## src/lcd_pkg.sv

```systemverilog
package lcd_pkg;

  localparam int LED_COUNT  = 18;
  localparam int FRAME_LEN  = 19;
  localparam int RING_COUNT = 6;
  localparam int LEG_COUNT  = 3;

  localparam int BYTE_W  = 8;
  localparam int MOD_W   = 9;
  localparam int IDX_W   = 5;
  localparam int LEG_W   = 2;
  localparam int RING_W  = 3;
  localparam int CFG_IDX_W = 2;

  // command field of the code byte
  localparam logic [1:0] CMD_SET_LED  = 2'd0;
  localparam logic [1:0] CMD_SET_LEG  = 2'd1;
  localparam logic [1:0] CMD_SET_RING = 2'd2;
  localparam logic [1:0] CMD_DELAY    = 2'd3;

  localparam logic [2:0] LEG_CODE_CLEAR = 3'd7;

  // configuration register indexes
  localparam logic [CFG_IDX_W-1:0] CFG_BIG_ENDIAN  = 2'd0;
  localparam logic [CFG_IDX_W-1:0] CFG_BYTE_MODE   = 2'd1;
  localparam logic [CFG_IDX_W-1:0] CFG_MODULUS     = 2'd2;
  localparam logic [CFG_IDX_W-1:0] CFG_ALLOW_DELAY = 2'd3;

  localparam logic [MOD_W-1:0] MODULUS_RST = 9'd10;

  localparam logic [IDX_W-1:0] DELAY_IDX  = IDX_W'(LED_COUNT);
  localparam logic [IDX_W-1:0] FRAME_DONE = IDX_W'(FRAME_LEN);
  localparam logic [RING_W-1:0] RING_LAST = RING_W'(RING_COUNT - 1);

  typedef struct packed {
    logic [BYTE_W-1:0] first_byte;
    logic [BYTE_W-1:0] second_byte;
  } lcd_in_t;

  typedef struct packed {
    logic [IDX_W-1:0]  register_index;
    logic [BYTE_W-1:0] register_value;
    logic              frame_end;
  } lcd_out_t;

  // decoded command handed to the frame sequencer
  typedef struct packed {
    logic                 clear;
    logic [LEG_COUNT-1:0] leg_sel;
    logic                 all_rings;
    logic [RING_W-1:0]    ring;
    logic [BYTE_W-1:0]    level;
    logic [BYTE_W-1:0]    delay;
  } lcd_cmd_t;

  // legs selected by leg codes 0..6; the clear code selects none
  function automatic logic [LEG_COUNT-1:0] leg_mask(input logic [2:0] code);
    logic [LEG_COUNT-1:0] m;
    case (code)
      3'd0:    m = 3'b001;
      3'd1:    m = 3'b010;
      3'd2:    m = 3'b100;
      3'd3:    m = 3'b011;
      3'd4:    m = 3'b101;
      3'd5:    m = 3'b110;
      3'd6:    m = 3'b111;
      default: m = 3'b000;
    endcase
    return m;
  endfunction

endpackage

```

## src/lcd_ram.sv

```systemverilog
module lcd_ram #(
  parameter int WIDTH = 8,
  parameter int DEPTH = 18
) (
  input  logic                     clk,
  input  logic                     we,
  input  logic [$clog2(DEPTH)-1:0] waddr,
  input  logic [WIDTH-1:0]         wdata,
  input  logic                     re,
  input  logic [$clog2(DEPTH)-1:0] raddr,
  output logic [WIDTH-1:0]         rdata
);

  logic [WIDTH-1:0] mem [DEPTH];
  logic [WIDTH-1:0] rdata_r;

  always_ff @(posedge clk) begin
    if (we) begin
      mem[waddr] <= wdata;
    end
    if (re) begin
      rdata_r <= mem[raddr];
    end
  end

  assign rdata = rdata_r;

endmodule

```

## src/lcd_rem_div.sv

```systemverilog
module lcd_rem_div (
  input  logic                     clk,
  input  logic                     rst_n,
  input  logic                     start,
  input  logic [lcd_pkg::BYTE_W-1:0] dividend,
  input  logic [lcd_pkg::MOD_W-1:0]  divisor,
  output logic                     done,
  output logic [lcd_pkg::BYTE_W-1:0] rem
);
  import lcd_pkg::*;

  logic              busy_r, busy_nxt;
  logic              done_r, done_nxt;
  logic [2:0]        cnt_r, cnt_nxt;
  logic [BYTE_W-1:0] dvd_r, dvd_nxt;
  logic [MOD_W-1:0]  div_r, div_nxt;
  logic [MOD_W-1:0]  rem_r, rem_nxt;
  logic [MOD_W-1:0]  part;

  // one quotient bit a cycle, restoring; a zero divisor leaves the dividend
  always_comb begin
    part     = {rem_r[BYTE_W-1:0], dvd_r[BYTE_W-1]};
    busy_nxt = busy_r;
    done_nxt = 1'b0;
    cnt_nxt  = cnt_r;
    dvd_nxt  = dvd_r;
    div_nxt  = div_r;
    rem_nxt  = rem_r;
    if (start) begin
      busy_nxt = 1'b1;
      cnt_nxt  = 3'd7;
      dvd_nxt  = dividend;
      div_nxt  = divisor;
      rem_nxt  = '0;
    end else if (busy_r) begin
      rem_nxt = (part >= div_r) ? part - div_r : part;
      dvd_nxt = {dvd_r[BYTE_W-2:0], 1'b0};
      cnt_nxt = cnt_r - 3'd1;
      if (cnt_r == 3'd0) begin
        busy_nxt = 1'b0;
        done_nxt = 1'b1;
      end
    end
  end

  always_ff @(posedge clk) begin
    if (!rst_n) begin
      busy_r <= 1'b0;
      done_r <= 1'b0;
      cnt_r  <= '0;
    end else begin
      busy_r <= busy_nxt;
      done_r <= done_nxt;
      cnt_r  <= cnt_nxt;
    end
    dvd_r <= dvd_nxt;
    div_r <= div_nxt;
    rem_r <= rem_nxt;
  end

  assign done = done_r;
  assign rem  = rem_r[BYTE_W-1:0];

  // partial remainder never outgrows the byte once a step resolves
  a_rem_narrow: assert property (@(posedge clk) disable iff (!rst_n)
    done_r |-> (rem_r[MOD_W-1] == 1'b0))
    else $error("remainder exceeds byte");

endmodule

```

## src/lcd_frame_seq.sv

```systemverilog
module lcd_frame_seq (
  input  logic              clk,
  input  logic              rst_n,
  input  logic              start,
  input  lcd_pkg::lcd_cmd_t cmd,
  output logic              busy,
  output logic              out_valid,
  input  logic              out_ready,
  output lcd_pkg::lcd_out_t out_data
);
  import lcd_pkg::*;

  lcd_cmd_t              cmd_r, cmd_nxt;
  logic                  busy_r, busy_nxt;
  logic [IDX_W-1:0]      iss_idx_r, iss_idx_nxt;
  logic [LEG_W-1:0]      iss_leg_r, iss_leg_nxt;
  logic [RING_W-1:0]     iss_ring_r, iss_ring_nxt;
  logic                  s1_vld_r, s1_vld_nxt;
  logic [IDX_W-1:0]      s1_idx_r, s1_idx_nxt;
  logic [LEG_W-1:0]      s1_leg_r, s1_leg_nxt;
  logic [RING_W-1:0]     s1_ring_r, s1_ring_nxt;
  logic [LED_COUNT-1:0]  vld_r, vld_nxt;
  logic                  out_vld_r, out_vld_nxt;
  lcd_out_t              out_r, out_nxt;

  logic                  adv, issue, rd_en, wr_en, s1_led;
  logic [BYTE_W-1:0]     rdata, old_val;

  lcd_ram #(.WIDTH(BYTE_W), .DEPTH(LED_COUNT)) u_levels (
    .clk   (clk),
    .we    (wr_en),
    .waddr (s1_idx_r),
    .wdata (cmd_r.level),
    .re    (rd_en),
    .raddr (iss_idx_r),
    .rdata (rdata)
  );

  always_comb begin
    adv    = !out_vld_r || out_ready;
    issue  = busy_r && (iss_idx_r != FRAME_DONE) && adv;
    rd_en  = issue && (iss_idx_r != DELAY_IDX);
    s1_led = s1_vld_r && (s1_idx_r != DELAY_IDX);
    wr_en  = adv && s1_led && cmd_r.leg_sel[s1_leg_r]
             && (cmd_r.all_rings || (s1_ring_r == cmd_r.ring));
    old_val = (s1_led && vld_r[s1_idx_r]) ? rdata : '0;

    cmd_nxt      = cmd_r;
    busy_nxt     = busy_r;
    iss_idx_nxt  = iss_idx_r;
    iss_leg_nxt  = iss_leg_r;
    iss_ring_nxt = iss_ring_r;
    s1_vld_nxt   = s1_vld_r;
    s1_idx_nxt   = s1_idx_r;
    s1_leg_nxt   = s1_leg_r;
    s1_ring_nxt  = s1_ring_r;
    vld_nxt      = vld_r;
    out_vld_nxt  = out_vld_r;
    out_nxt      = out_r;

    if (start) begin
      cmd_nxt      = cmd;
      busy_nxt     = 1'b1;
      iss_idx_nxt  = '0;
      iss_leg_nxt  = '0;
      iss_ring_nxt = '0;
      if (cmd.clear) begin
        vld_nxt = '0;
      end
      // drop the last word of the previous frame once it is taken
      if (out_ready) begin
        out_vld_nxt = 1'b0;
      end
    end else if (busy_r) begin
      if (adv) begin
        // retire the word in stage one into the output register
        if (s1_vld_r) begin
          out_vld_nxt                = 1'b1;
          out_nxt.register_index     = s1_idx_r;
          out_nxt.frame_end          = !s1_led;
          if (!s1_led) begin
            out_nxt.register_value = cmd_r.delay;
          end else if (wr_en) begin
            out_nxt.register_value = cmd_r.level;
          end else begin
            out_nxt.register_value = old_val;
          end
        end else if (out_ready) begin
          out_vld_nxt = 1'b0;
        end
        if (wr_en) begin
          vld_nxt[s1_idx_r] = 1'b1;
        end
        // advance the read pointer
        s1_vld_nxt  = issue;
        s1_idx_nxt  = iss_idx_r;
        s1_leg_nxt  = iss_leg_r;
        s1_ring_nxt = iss_ring_r;
        if (issue) begin
          iss_idx_nxt = iss_idx_r + IDX_W'(1);
          if (iss_ring_r == RING_LAST) begin
            iss_ring_nxt = '0;
            iss_leg_nxt  = iss_leg_r + LEG_W'(1);
          end else begin
            iss_ring_nxt = iss_ring_r + RING_W'(1);
          end
        end
      end
      if ((iss_idx_r == FRAME_DONE) && !s1_vld_r) begin
        busy_nxt = 1'b0;
      end
    end else if (out_ready) begin
      out_vld_nxt = 1'b0;
    end
  end

  always_ff @(posedge clk) begin
    if (!rst_n) begin
      busy_r     <= 1'b0;
      iss_idx_r  <= '0;
      iss_leg_r  <= '0;
      iss_ring_r <= '0;
      s1_vld_r   <= 1'b0;
      vld_r      <= '0;
      out_vld_r  <= 1'b0;
    end else begin
      busy_r     <= busy_nxt;
      iss_idx_r  <= iss_idx_nxt;
      iss_leg_r  <= iss_leg_nxt;
      iss_ring_r <= iss_ring_nxt;
      s1_vld_r   <= s1_vld_nxt;
      vld_r      <= vld_nxt;
      out_vld_r  <= out_vld_nxt;
    end
    cmd_r     <= cmd_nxt;
    s1_idx_r  <= s1_idx_nxt;
    s1_leg_r  <= s1_leg_nxt;
    s1_ring_r <= s1_ring_nxt;
    out_r     <= out_nxt;
  end

  assign busy      = busy_r;
  assign out_valid = out_vld_r;
  assign out_data  = out_r;

  a_start_idle: assert property (@(posedge clk) disable iff (!rst_n)
    start |-> !busy_r)
    else $error("frame started while sweep busy");

  a_frame_end_pos: assert property (@(posedge clk) disable iff (!rst_n)
    out_vld_r |-> (out_r.frame_end == (out_r.register_index == DELAY_IDX)))
    else $error("frame_end not on delay word");

  a_idx_range: assert property (@(posedge clk) disable iff (!rst_n)
    (iss_idx_r <= FRAME_DONE) && (!s1_vld_r || (s1_idx_r <= DELAY_IDX)))
    else $error("sweep index out of range");

  a_ring_order: assert property (@(posedge clk) disable iff (!rst_n)
    issue |=> (s1_idx_r == IDX_W'(RING_COUNT) * IDX_W'(s1_leg_r) + IDX_W'(s1_ring_r)))
    else $error("leg and ring counters out of step with index");

endmodule

```

## src/led_command_decoder_top.sv

```systemverilog
// LED command decoder. Each accepted two-byte word is one command for an
// array of 18 LEDs (3 legs of 6 rings, LED index 6*leg+ring); after every
// command the block sends a frame of 19 output words: the 18 LED levels in
// index order, then the delay byte with frame_end set. The LED levels live in
// an 18-entry level memory with per-entry valid bits, so reset and the clear
// command zero all levels at once. Intensity is reduced modulo the
// intensity_modulus register by a serial remainder unit that takes 8 steps.
// A command then passes through these steps in order: the edge that takes it
// starts the remainder unit, whose steps and result register start the
// sweep; the first level read follows, the 19 words leave, the sweep goes
// idle, the control returns to idle, and the next command can be taken.
// Stalls on out_ready stretch the sweep. in_ready is high only between
// frames; the last word of a frame may still sit in the output register
// when the next command is taken.
// Configuration writes are always taken (cfg_ready is tied high) and must
// only happen while the block is idle.
module led_command_decoder_top (
  input  logic                           clk,
  input  logic                           rst_n,
  input  logic                           in_valid,
  output logic                           in_ready,
  input  lcd_pkg::lcd_in_t               in_data,
  output logic                           out_valid,
  input  logic                           out_ready,
  output lcd_pkg::lcd_out_t              out_data,
  input  logic                           cfg_valid,
  output logic                           cfg_ready,
  input  logic [lcd_pkg::CFG_IDX_W-1:0]  cfg_index,
  input  logic [lcd_pkg::MOD_W-1:0]      cfg_data
);
  import lcd_pkg::*;

  localparam logic [1:0] ST_IDLE  = 2'd0;
  localparam logic [1:0] ST_DIV   = 2'd1;
  localparam logic [1:0] ST_SWEEP = 2'd2;

  logic [1:0]        state_r, state_nxt;
  logic              big_endian_r, byte_mode_r, allow_delay_r;
  logic [MOD_W-1:0]  modulus_r;
  lcd_cmd_t          pend_r, pend_nxt;

  logic              in_acc;
  logic [BYTE_W-1:0] b_byte, code, raw;
  logic [1:0]        cmd_f;
  logic [2:0]        leg_f, ring_f;
  lcd_cmd_t          dec;
  lcd_cmd_t          seq_cmd;
  logic              div_done, seq_start, seq_busy;
  logic [BYTE_W-1:0] div_rem;

  assign cfg_ready = 1'b1;

  // config registers: written by index, idle-only by contract
  always_ff @(posedge clk) begin
    if (!rst_n) begin
      big_endian_r  <= 1'b0;
      byte_mode_r   <= 1'b0;
      modulus_r     <= MODULUS_RST;
      allow_delay_r <= 1'b1;
    end else if (cfg_valid) begin
      case (cfg_index)
        CFG_BIG_ENDIAN:  big_endian_r  <= cfg_data[0];
        CFG_BYTE_MODE:   byte_mode_r   <= cfg_data[0];
        CFG_MODULUS:     modulus_r     <= cfg_data;
        CFG_ALLOW_DELAY: allow_delay_r <= cfg_data[0];
        default: ;
      endcase
    end
  end

  // split the word into code and intensity bytes and decode the command
  always_comb begin
    b_byte = byte_mode_r ? in_data.first_byte : in_data.second_byte;
    code   = big_endian_r ? b_byte : in_data.first_byte;
    raw    = big_endian_r ? in_data.first_byte : b_byte;
    cmd_f  = code[1:0];
    leg_f  = code[4:2];
    ring_f = code[7:5];

    dec           = '0;
    dec.ring      = (ring_f >= RING_W'(RING_COUNT)) ? ring_f - RING_W'(RING_COUNT) : ring_f;
    dec.level     = '0;
    case (cmd_f)
      CMD_SET_LED, CMD_SET_LEG: begin
        dec.clear     = (leg_f == LEG_CODE_CLEAR);
        dec.leg_sel   = leg_mask(leg_f);
        dec.all_rings = (cmd_f == CMD_SET_LEG);
      end
      CMD_SET_RING: begin
        dec.leg_sel = '1;
      end
      default: begin
        // delay command: no LED is touched
        dec.delay = allow_delay_r ? raw : '0;
      end
    endcase
  end

  assign in_ready = (state_r == ST_IDLE);
  assign in_acc   = in_valid && in_ready;

  // command waits here while the remainder unit works on its intensity
  always_comb begin
    state_nxt = state_r;
    pend_nxt  = pend_r;
    seq_start = 1'b0;
    seq_cmd   = pend_r;
    seq_cmd.level = div_rem;
    case (state_r)
      ST_IDLE: begin
        if (in_acc) begin
          pend_nxt  = dec;
          state_nxt = ST_DIV;
        end
      end
      ST_DIV: begin
        if (div_done) begin
          seq_start = 1'b1;
          state_nxt = ST_SWEEP;
        end
      end
      ST_SWEEP: begin
        if (!seq_busy) begin
          state_nxt = ST_IDLE;
        end
      end
      default: state_nxt = ST_IDLE;
    endcase
  end

  always_ff @(posedge clk) begin
    if (!rst_n) begin
      state_r <= ST_IDLE;
    end else begin
      state_r <= state_nxt;
    end
    pend_r <= pend_nxt;
  end

  lcd_rem_div u_div (
    .clk      (clk),
    .rst_n    (rst_n),
    .start    (in_acc),
    .dividend (raw),
    .divisor  (modulus_r),
    .done     (div_done),
    .rem      (div_rem)
  );

  lcd_frame_seq u_seq (
    .clk       (clk),
    .rst_n     (rst_n),
    .start     (seq_start),
    .cmd       (seq_cmd),
    .busy      (seq_busy),
    .out_valid (out_valid),
    .out_ready (out_ready),
    .out_data  (out_data)
  );

  a_done_in_div: assert property (@(posedge clk) disable iff (!rst_n)
    div_done |-> (state_r == ST_DIV))
    else $error("remainder finished outside wait state");

  a_sweep_busy: assert property (@(posedge clk) disable iff (!rst_n)
    seq_start |=> seq_busy && (state_r == ST_SWEEP))
    else $error("sweep did not start");

endmodule
```

## config.mk

```make
export PLATFORM = sky130hd
export DESIGN_NAME = led_command_decoder_top
export DESIGN_NICKNAME = d
export VERILOG_FILES = /design/src/lcd_pkg.sv /design/src/lcd_ram.sv /design/src/lcd_rem_div.sv /design/src/lcd_frame_seq.sv /design/src/led_command_decoder_top.sv
export SDC_FILE = /design/constraint.sdc
export NUM_CORES = 1
export LEC_CHECK = 0
export BUFFER_PORTS_ARGS = -buffer_cell sky130_fd_sc_hd__buf_2
export CAP_MARGIN = 20
export CORE_ASPECT_RATIO = 0.9
export CORE_MARGIN = 1.5
export CORE_UTILIZATION = 35
export DETAILED_ROUTE_END_ITERATION = 6
export SLEW_MARGIN = 20
export SYNTH_ARGS = -nofsm -noshare
export SYNTH_HDL_FRONTEND = slang
export SYNTH_SLANG_ARGS = --single-unit
```

## constraint.sdc

```tcl
create_clock -name clk -period 3 [get_ports clk]
set_clock_uncertainty 0.05 [all_clocks]
set_input_delay 0.3 -clock clk [delete_from_list [all_inputs] [get_ports clk]]
set_output_delay 0.3 -clock clk [all_outputs]
set_load 0.05 [all_outputs]
```

==> impl_metrics.json, run 1 <==
{
  "tns_ps": 0,
  "max_slew_margin_pct": 37.7,
  "synthArstFlopShare_pct": 0,
  "synthFlopType": "edfxtp_1",
  "tightest_slew_ps": 931,
  "grt_pass1_wl_um": 38100,
  "dp_hpwl_um": 17300,
  "cts_sinks": 290,
  "peakVddDrop_mv": 0.451,
  "fin_crit_ps": 2600,
  "reg2regPathDepth": 6,
  "netlist-cell-type-count": 65,
  "viasPerCell": 4.96,
  "rsz0062_at_grt": "false",
  "synth_edf_count": 232,
  "layout.nets": 917,
  "synth_warnings": 0,
  "max_freq_ghz": 0.385,
  "hold-path-endpoint": "allow_delay_r$_SDFFE_PN1P_",
  "p_per_area_nw_per_um2": 602,
  "synth_top_family_by_area": "multiplexers",
  "grt_start_max_net_pins": 30,
  "layout_common_cells": "edfxtp_1, nand2_1, dfxtp_1, buf_2, nor2_1",
  "arrival_ps": 2790,
  "finalHoldViolations": 0,
  "htree_levels": 1,
  "fin_crit_sh_pct": 86.7,
  "postCtsHoldBufs": 9,
  "synth.area.mux_share_pct": 10.4,
  "final_common_cell": "edfxtp_1",
  "diodes": 0,
  "layout-drive-gt1-share_pct": 18.9,
  "pin_count": 49,
  "critPathRequiredTime_ps": 3190,
  "cts_root_buf": "clkbuf_16",
  "hold-path-cell-count": 2,
  "clk_latency_ps": 560,
  "wl_per_cell_um": 18.6,
  "path_clk_slew_ps": 70,
  "wirelength_um": 25000,
  "drv_cap": 0,
  "syn_avg_cell_area_um2": 15.0,
  "core_um2": 33200,
  "cts_tree": "yes",
  "drt-initial-drc-count": 568,
  "synth_nets": 840,
  "pre_cts_ws_ps": 441,
  "antenna_found_initial": 0,
  "grt_use_total_pct": 14.3,
  "first_global_vias": 6433,
  "cp-start-kind": "flip-flop",
  "area_growth_pct": 15.4,
  "r2r_setup_slack_ps": 400,
  "ys_seq_area_share_pct": 68.3,
  "io_buffers": 47,
  "drc": 0,
  "dr_total_vias": 6667,
  "gp_congestion": 0.808,
  "cts_inserted_buffers": 28,
  "synth-simple-area-share_pct": 8.43,
  "power_mw": 8.26,
  "ys_seq_elements": 290,
  "crit_fanout": 13,
  "leakagePower_nw": 4.73,
  "synth_compound_area_share_pct": 7.60,
  "die-area_um2": 35100,
  "synth_fa_ha_area_share_pct": 1.53,
  "setup_viol": 0,
  "synth_xor_area_share_pct": 1.25,
  "start_util_pct": 35.9,
  "ant_nets": 0,
  "fin_ws_ps": 399,
  "path_class": "flip-flop to flip-flop",
  "core.rowCount": 63,
  "post_cts_buffers": 0,
  "die_x_um": 197,
  "r2r-start": "u_seq.s1_idx_r[4]$_DFFE_PP_",
  "fp.dieH_um": 178,
  "cts_resized": 0,
  "grt.overflow.total": 0,
  "slew_viol_final": 0,
  "worstSetupEndpointType": "flip-flop",
  "dr.pass1.iters": 4,
  "fillers": 3025,
  "syn_inst": 794,
  "syn-cell-area_um2": 11900,
  "min-delay-start": "rst_n",
  "outcome": "complete, no violations",
  "clockBufferDepth": 3,
  "r2r-end": "u_seq.u_levels.mem[10][4]$_DFFE_PP_",
  "min-delay-path-class": "primary input to flip-flop"
}
==> worst max-delay path by stage <==
stage                                startpoint                                  end  cells past startpoint  slack, ps
finish              u_seq.s1_idx_r[4]$_DFFE_PP_  u_seq.u_levels.mem[10][4]$_DFFE_PP_                      6        400
global route        u_seq.s1_idx_r[1]$_DFFE_PP_   u_seq.u_levels.mem[1][6]$_DFFE_PP_                      6        170
CTS                 u_seq.s1_idx_r[4]$_DFFE_PP_  u_seq.u_levels.mem[13][5]$_DFFE_PP_                      6        430
detailed placement  u_seq.s1_idx_r[1]$_DFFE_PP_  u_seq.u_levels.mem[13][3]$_DFFE_PP_                      6        440
global placement    u_seq.s1_idx_r[4]$_DFFE_PP_  u_seq.u_levels.mem[15][1]$_DFFE_PP_                      6        480
floorplan           u_seq.s1_idx_r[1]$_DFFE_PP_   u_seq.u_levels.mem[9][0]$_DFFE_PP_                      7        490
==> cell type report <==
class	instances	area [µm²]	area share (%)
flip-flops and latches	290	8130	59.2
clock buffers	34	744	5.42
repair buffers	91	601	4.37
multi-input cells	439	3480	25.4
well taps	455	569	4.14
inverters	21	78.8	0.574
clock inverters	15	130	0.947
==> metrics by stage <==
stage	hold WS, ps	area (µm²)	util [%]	cells
after floorplan	350	11900	-	794
after global placement	356	12800	38.5	1287
after detailed placement	355	12800	38.5	1287
after CTS	11.3	13700	41.4	1345
after global routing	22.8	13700	41.4	1345
final	31.2	13700	41.4	1345
==> registers in the layout (all words and copies together) (netlist names), 2 cells and up <==
| name | cells |
|---|---|
| u_seq.iss_idx_r | 5 |
| u_div.div_r | 9 |
| u_seq.u_levels.rdata | 8 |
| modulus_r | 9 |
| u_seq.cmd_r | 23 |
| u_div.cnt_r | 3 |
| u_seq.iss_leg_r | 2 |
| u_seq.vld_r | 18 |
| u_seq.u_levels.mem | 144 |
| u_seq.s1_idx_r | 5 |
| u_seq.iss_ring_r | 3 |
| pend_r | 16 |
| u_seq.s1_leg_r | 2 |
| u_div.rem_r | 8 |
| u_seq.out_data | 14 |
| state_r | 2 |
| u_div.dvd_r | 8 |
| u_seq.s1_ring_r | 3 |
==> critical path, stage by stage (launching register included) <==
cell      delay [ps]
edfxtp_1         520
nor3b_2          230
a21bo_1          210
and3b_1          310
nand2_1          430
nor3_1           330
buf_4            200
==> metal layers <==
metal | up-vias | routed length [µm] | part of all wire, % | GRT usage (%)
met2 | 199 | 10600 | 42 | 20.8
li1 | 3174 | - | - | -
met4 | 0 | 591 | 2.4 | 3.98
met3 | 43 | 1670 | 6.7 | 3.42
met5 | - | 0 | 0 | 0
met1 | 3251 | 12100 | 48 | 21.3
==> power by group <==
part	switching [mW]	internal (mW)
combinational	0.239	0.194
clock	1.45	1.93
sequential	0.0589	4.39
total	1.75	6.51
==> cell families (layout without fill, tap and decap cells) <==
family	after synthesis	count (layout)
AND/OR/NAND/NOR	202	202
AO/OA/AOI/OAI	128	128
flip-flops	290	290
other	1	1
adder cells (fa/ha/maj)	14	14
multiplexers	77	77
XOR/XNOR	17	17
buffers and inverters	65	161
==> synthesized netlist by cell type (all sizes together) (8+ instances only) <==
cell	n	area, µm²
a2111oi	8	82.6
a21boi	15	113
a21o	9	67.6
a21oi	13	65.1
a221oi	9	85.1
a22o	12	105
buf	19	121
clkbuf	25	95.1
dfxtp	58	1160
edfxtp	232	6970
ha	13	163
inv	21	78.8
mux2i	37	374
mux4	36	822
nand2	68	255
nand2b	14	87.6
nand3	10	50.1
nand4	8	50.1
nor2	40	150
nor2b	15	93.8
nor3	16	80.1
o21ai	42	210
xnor2	12	105
Note: power is estimated with default switching activity, not from simulation.
==> run 2: changes to the inputs <==
ABC_AREA = 1   (was unset)
MAX_ROUTING_LAYER = met4   (was unset)
==> run 2 against run 1 <==
Against the previous run: sequential share of layout area fell by 2.4 points; critical endpoint is now u_seq.u_levels.mem[17][3]$_DFFE_PP_; sequential cell count did not move; cell count rose by 33%; final area rose by 4.2%; highest routed layer unchanged; register-to-register slack improved by 170 ps; clock power rose by 5%; die area rose by 4.4%; power rose by 0.59%; non-clock buffer count rose by 2; largest power group unchanged; synthesized cell count rose by 53%.
==> impl_metrics.json, run 2 <==
{
  "outcome": "complete, no violations",
  "dpl-instance-area_um2": 13300,
  "final_common_cell": "edfxtp_1",
  "grt_use_total_pct": 15.8,
  "drv_cap": 0,
  "setup_viol": 0,
  "crit_chain": "inv_2, nor2_4, nand3_4, nand3_4, nor2_4, nand2_4, nor3_1, buf_4",
  "max_freq_ghz": 0.411,
  "die-area_um2": 36700,
  "grt.overflow.total": 0,
  "synthFlopType": "edfxtp_1",
  "clk_latency_ps": 570,
  "dr_total_vias": 8593,
  "drt-initial-drc-count": 789,
  "layout_common_cells": "edfxtp_1, nand2_1, nor2_1, o21ai_0, inv_1",
  "wirelength_um": 28000,
  "die_x_um": 202,
  "ys_seq_elements": 290,
  "cts_resized": 0,
  "seq_power_share_pct": 53.2,
  "fp.dieH_um": 182,
  "tightest_slew_ps": 955,
  "cts_inserted_buffers": 29,
  "max_stage_delay_ps": 500,
  "antenna_found_initial": 0,
  "diodes": 0,
  "synth_most_common_cell": "edfxtp_1",
  "core.rowCount": 65,
  "tns_ps": 0,
  "rsz0062_at_grt": "false",
  "p_int_mw": 6.56,
  "drc": 0,
  "fin_crit_ps": 2440,
  "synth_edf_count": 232,
  "syn-cell-area_um2": 12400,
  "synthArstFlopShare_pct": 0,
  "r2r-start": "u_seq.s1_idx_r[1]$_DFFE_PP_",
  "grt_pass1_wl_um": 44800,
  "synth_nets": 1259,
  "min-delay-path-class": "primary input to flip-flop",
  "first_global_vias": 8087,
  "finalHoldViolations": 0,
  "dr.pass1.iters": 5,
  "leakagePower_nw": 5.43,
  "pre_cts_ws_ps": 556,
  "clockBufferDepth": 3,
  "clock_power_share_pct": 42.6,
  "ys_top_cells_by_area": "edfxtp_1, dfxtp_1, nand2_1",
  "crit_fanout": 19,
  "wl_per_cell_um": 15.6,
  "combPwrFrac_pct": 4.3,
  "layout.nets": 1341,
  "grt_start_max_net_pins": 76,
  "netlist-cell-type-count": 45,
  "viasPerCell": 4.81,
  "syn_inst": 1213,
  "syn_avg_cell_area_um2": 10.3,
  "min-delay-start": "cfg_index[1]",
  "pin_count": 49,
  "largest_reg_flops": 144,
  "io_buffers": 47,
  "ys_seq_area_share_pct": 65.3,
  "largestRegisters": "u_seq.u_levels.mem (144), u_seq.cmd_r (23), u_seq.vld_r (18)",
  "path_class": "flip-flop to flip-flop",
  "peakVddDrop_mv": 0.420,
  "worstSetupEndpointType": "flip-flop",
  "fin_area_um2": 14300,
  "core_um2": 35100,
  "sw_frac_of_total_pct": 21.1,
  "power_mw": 8.31,
  "top_register": "u_seq.u_levels.mem",
  "cts_root_buf": "clkbuf_16",
  "cp-start-kind": "flip-flop",
  "slew_viol_final": 0,
  "p_per_area_nw_per_um2": 581,
  "critPathRequiredTime_ps": 3210,
  "whs_ps": 19.9,
  "cts_tree": "yes",
  "p_sw_mw": 1.75,
  "fin_ws_ps": 565,
  "max_slew_margin_pct": 36.3,
  "yosysTopAreaCell": "edfxtp_1",
  "dp_hpwl_um": 18600,
  "synth_warnings": 0,
  "post_cts_buffers": 0,
  "slowest_stage": "edfxtp_1",
  "htree_levels": 1,
  "path_clk_slew_ps": 60,
  "gp_congestion": 0.819,
  "cts_sinks": 290,
  "layout-drive-gt1-share_pct": 11.9,
  "startpoint": "u_seq.s1_idx_r[1]$_DFFE_PP_",
  "ant_nets": 0,
  "fin_crit_sh_pct": 81.2,
  "synth_commonest_cells": "edfxtp_1, nand2_1, nor2_1",
  "start_util_pct": 35.5,
  "arrival_ps": 2650,
  "synth_top_area_share_pct": 56.0,
  "area_growth_pct": 15.1
}
==> run 2: changes by cell type after synthesis, sizes merged, moves of 36 or more <==
cell,delta
a21oi,+52
inv,+95
mux2i,-36
mux4,-36
nand2,+161
nand3,+41
nor2,+156
o21ai,+106
==> run 2: repair_timing <==
item,CTS,global route
hold endpoints to repair,10,0
endpoints found under the setup margin,0,0
hold buffers,9,0
==> run 2: worst paths after layout <==
kind / cells after the start / slack (ps) / end
worst min-delay path: 3 / 20 / allow_delay_r$_SDFFE_PN1P_
worst min register to register: 0 / 370 / u_seq.cmd_r[17]$_DFFE_PP_
worst max-delay path: 8 / 560 / u_seq.u_levels.mem[17][3]$_DFFE_PP_
worst max register to register: 8 / 560 / u_seq.u_levels.mem[17][3]$_DFFE_PP_
==> run 2: power by group through the flow <==
stage | combinational [mW] | clock (mW) | sequential (mW)
after floorplan | 0.252 | 0 | 4.49
after global placement | 0.342 | 0 | 4.50
after detailed placement | 0.349 | 0 | 4.51
after CTS | 0.359 | 3.62 | 4.42
after global routing | 0.409 | 3.77 | 4.43
final | 0.355 | 3.54 | 4.42
==> run 2: cell type report <==
type | count | area [µm²]
tap | 469 | 587
inverter | 118 | 445
clock inverter | 16 | 148
timing repair buffer | 93 | 603
multi-input combinational | 763 | 3630
clock buffer | 38 | 769
sequential | 290 | 8130
fill | 3411 | 20700
==> run 2: kinds of logic after synthesis <==
family,synth area share (%)
muxes,0.0805
AOI/OAI and AO/OA,9.51
buffers and inverters,5.46
other,0.0301
xor gates and xnor gates,0.563
DFF,65.3
adders and majority gates,1.47
and+or+nand+nor,17.6
==> run 2: per-stage QoR <==
stage	instances	util, %
2_1_floorplan	1213	-
3_3_place_gp	1724	38.0
3_5_place_dp	1724	38.0
4_1_cts	1787	40.8
5_1_grt	1787	40.8
6_report	1787	40.8
==> run 2: per-layer routing <==
| metal | track usage, % | wire length, µm | part of all wire [%] | vias up |
|---|---|---|---|---|
| met5 | - | 0 | 0 | - |
| met4 | 3.70 | 535 | 1.9 | 0 |
| met3 | 2.60 | 1800 | 6.4 | 45 |
| met2 | 23.4 | 12300 | 44 | 237 |
| met1 | 22.7 | 13300 | 48 | 4042 |
| li1 | - | - | - | 4269 |
==> run 2: worst max-delay path: cells and delay by family (launching register included) <==
kind | cells | cell delay, ps
flops | 1 | 500
buf+inv | 2 | 390
simple gates | 6 | 1180
==> run 3: changes to the inputs <==
clock period = 2.45 ns   (was 3 ns; I/O delays follow)
==> run 3 against run 2 <==
Against the previous run: utilization grew 0.58 points; register-to-register slack lost 350 ps; first-iteration DRC count shrank 11%; sequential share of layout area shrank 0.80 points; final area grew 1.4%; die area is the same; highest routed layer unchanged.
==> impl_metrics.json, run 3 (same netlist as run 2, synthesis figures left out) <==
{
  "grt_use_total_pct": 16.4,
  "wirelength_um": 29000,
  "crit_fanout": 18,
  "cts_tree": "yes",
  "cts_inserted_buffers": 29,
  "fillers": 3410,
  "pin_count": 49,
  "crit_chain": "inv_2, buf_12, ha_1, a31oi_1",
  "die-area_um2": 36700,
  "fp.dieH_um": 182,
  "arrival_ps": 2380,
  "startpoint": "u_seq.iss_idx_r[0]$_SDFFE_PP0P_",
  "layout-drive-gt1-share_pct": 13.4,
  "worstSetupEndpointType": "flip-flop",
  "cts_root_buf": "clkbuf_16",
  "grt_start_max_net_pins": 75,
  "min-delay-path-class": "primary input to flip-flop",
  "tightest_slew_ps": 1110,
  "reg2regPathDepth": 4,
  "dr_total_vias": 8676,
  "wl_per_cell_um": 16.1,
  "io_buffers": 47,
  "r2r-start": "u_seq.iss_idx_r[0]$_SDFFE_PP0P_",
  "crit_path_end": "u_seq.u_levels.rdata[0]$_DFFE_PP_",
  "final-seq-area_um2": 8130,
  "max_freq_ghz": 0.447,
  "max_slew_margin_pct": 25.9,
  "htree_levels": 1,
  "rsz0062_at_grt": "false",
  "whs_ps": 19.6,
  "drc": 0,
  "setup_viol": 0,
  "layout_common_cells": "edfxtp_1, nand2_1, nor2_1, o21ai_0, inv_1",
  "leakagePower_nw": 5.53,
  "drt-initial-drc-count": 702,
  "top_register": "u_seq.u_levels.mem",
  "path_clk_slew_ps": 60,
  "finalHoldViolations": 0,
  "start_util_pct": 35.5,
  "gp_congestion": 0.827,
  "core.rowCount": 65,
  "dr.pass1.iters": 5,
  "grt_pass1_wl_um": 46000,
  "p_per_area_nw_per_um2": 706,
  "power_mw": 10.2,
  "slew_viol_final": 0,
  "critPathRequiredTime_ps": 2590,
  "viasPerCell": 4.80,
  "r2r-end": "u_seq.u_levels.rdata[0]$_DFFE_PP_",
  "max_stage_delay_ps": 880,
  "first_global_vias": 8300,
  "core_um2": 35100,
  "layout.nets": 1360,
  "final_common_cell": "edfxtp_1",
  "largestRegisters": "u_seq.u_levels.mem (144), u_seq.cmd_r (23), u_seq.vld_r (18)",
  "die_x_um": 202,
  "dp_hpwl_um": 19100,
  "multiInputGateArea_um2": 3640,
  "cp-start-kind": "flip-flop",
  "slowest_stage": "a31oi_1",
  "antenna_found_initial": 0,
  "area_growth_pct": 16.7,
  "diodes": 0,
  "peakVddDrop_mv": 0.588,
  "ant_nets": 0,
  "fin_crit_sh_pct": 91.3,
  "outcome": "complete, no violations",
  "cts_sinks": 290,
  "fin_crit_ps": 2240,
  "tns_ps": 0,
  "r2r_setup_slack_ps": 210,
  "clockBufferDepth": 3,
  "clk_latency_ps": 570,
  "path_class": "flip-flop to flip-flop",
  "drv_cap": 0,
  "largest_reg_flops": 144,
  "grt.overflow.total": 0
}
-- run 3: worst max-delay path: cells and delay by family, from the launching register on --
kind / cells / cell delay (ps)
flops: 1 / 370
fa+ha+maj: 1 / 190
buf+inv: 2 / 390
compound gates: 1 / 880
-- run 3: report_power, final --
part | switching (mW) | total [mW] | internal, mW | leakage [nW]
Clock | 1.89 | 4.38 | 2.49 | 0.456
Sequential | 0.0370 | 5.41 | 5.37 | 2.58
Combinational | 0.297 | 0.462 | 0.165 | 2.49
Total | 2.23 | 10.2 | 8.02 | 5.53
-- run 3: per-stage QoR --
step | setup slack, ps | utilization [%] | area (µm²) | instances
floorplan | 135 | - | 12400 | 1213
finish | 213 | 41.4 | 14500 | 1806
detailed placement | 245 | 38.3 | 13400 | 1736
CTS | 228 | 41.4 | 14500 | 1806
global placement | 250 | 38.3 | 13400 | 1736
global route | 104 | 41.4 | 14500 | 1806
-- run 3: cell type report --
cell class	instances	share of cell area, %
multi-input cells	763	25.0
well taps	469	4.04
inverters	118	3.05
clock inverters	22	1.34
repair buffers	112	5.45
clock buffers	32	5.08
flip-flops and latches	290	56.0
-- run 3: metal layers --
layer / vias to the layer above / track usage [%] / share of wire (%)
li1: 4310 / - / -
met1: 4140 / 22.8 / 48
met2: 188 / 24.9 / 46
met3: 38 / 2.98 / 5.0
met4: 0 / 3.46 / 1.8
met5: - / - / 0
-- run 3: worst min path at each step --
stage	slack [ps]	start	cells past startpoint	to
after global placement	360	pend_r[18]$_DFFE_PP_	0	u_seq.cmd_r[18]$_DFFE_PP_
after CTS	1	in_data[13]	3	pend_r[16]$_DFFE_PP_
after detailed placement	350	pend_r[22]$_DFFE_PP_	0	u_seq.cmd_r[22]$_DFFE_PP_
after global routing	20	in_data[13]	3	pend_r[16]$_DFFE_PP_
final	20	in_data[13]	3	pend_r[16]$_DFFE_PP_
after floorplan	320	cfg_data[1]	2	modulus_r[1]$_SDFFE_PN1P_
-- run 3: what timing repair did --
item / CTS / global route
gates resized for setup: 0 / 1
setup buffers: 0 / 0
hold endpoints to repair: 13 / 0
hold buffers: 16 / 0
endpoints found under the setup margin: 0 / 1
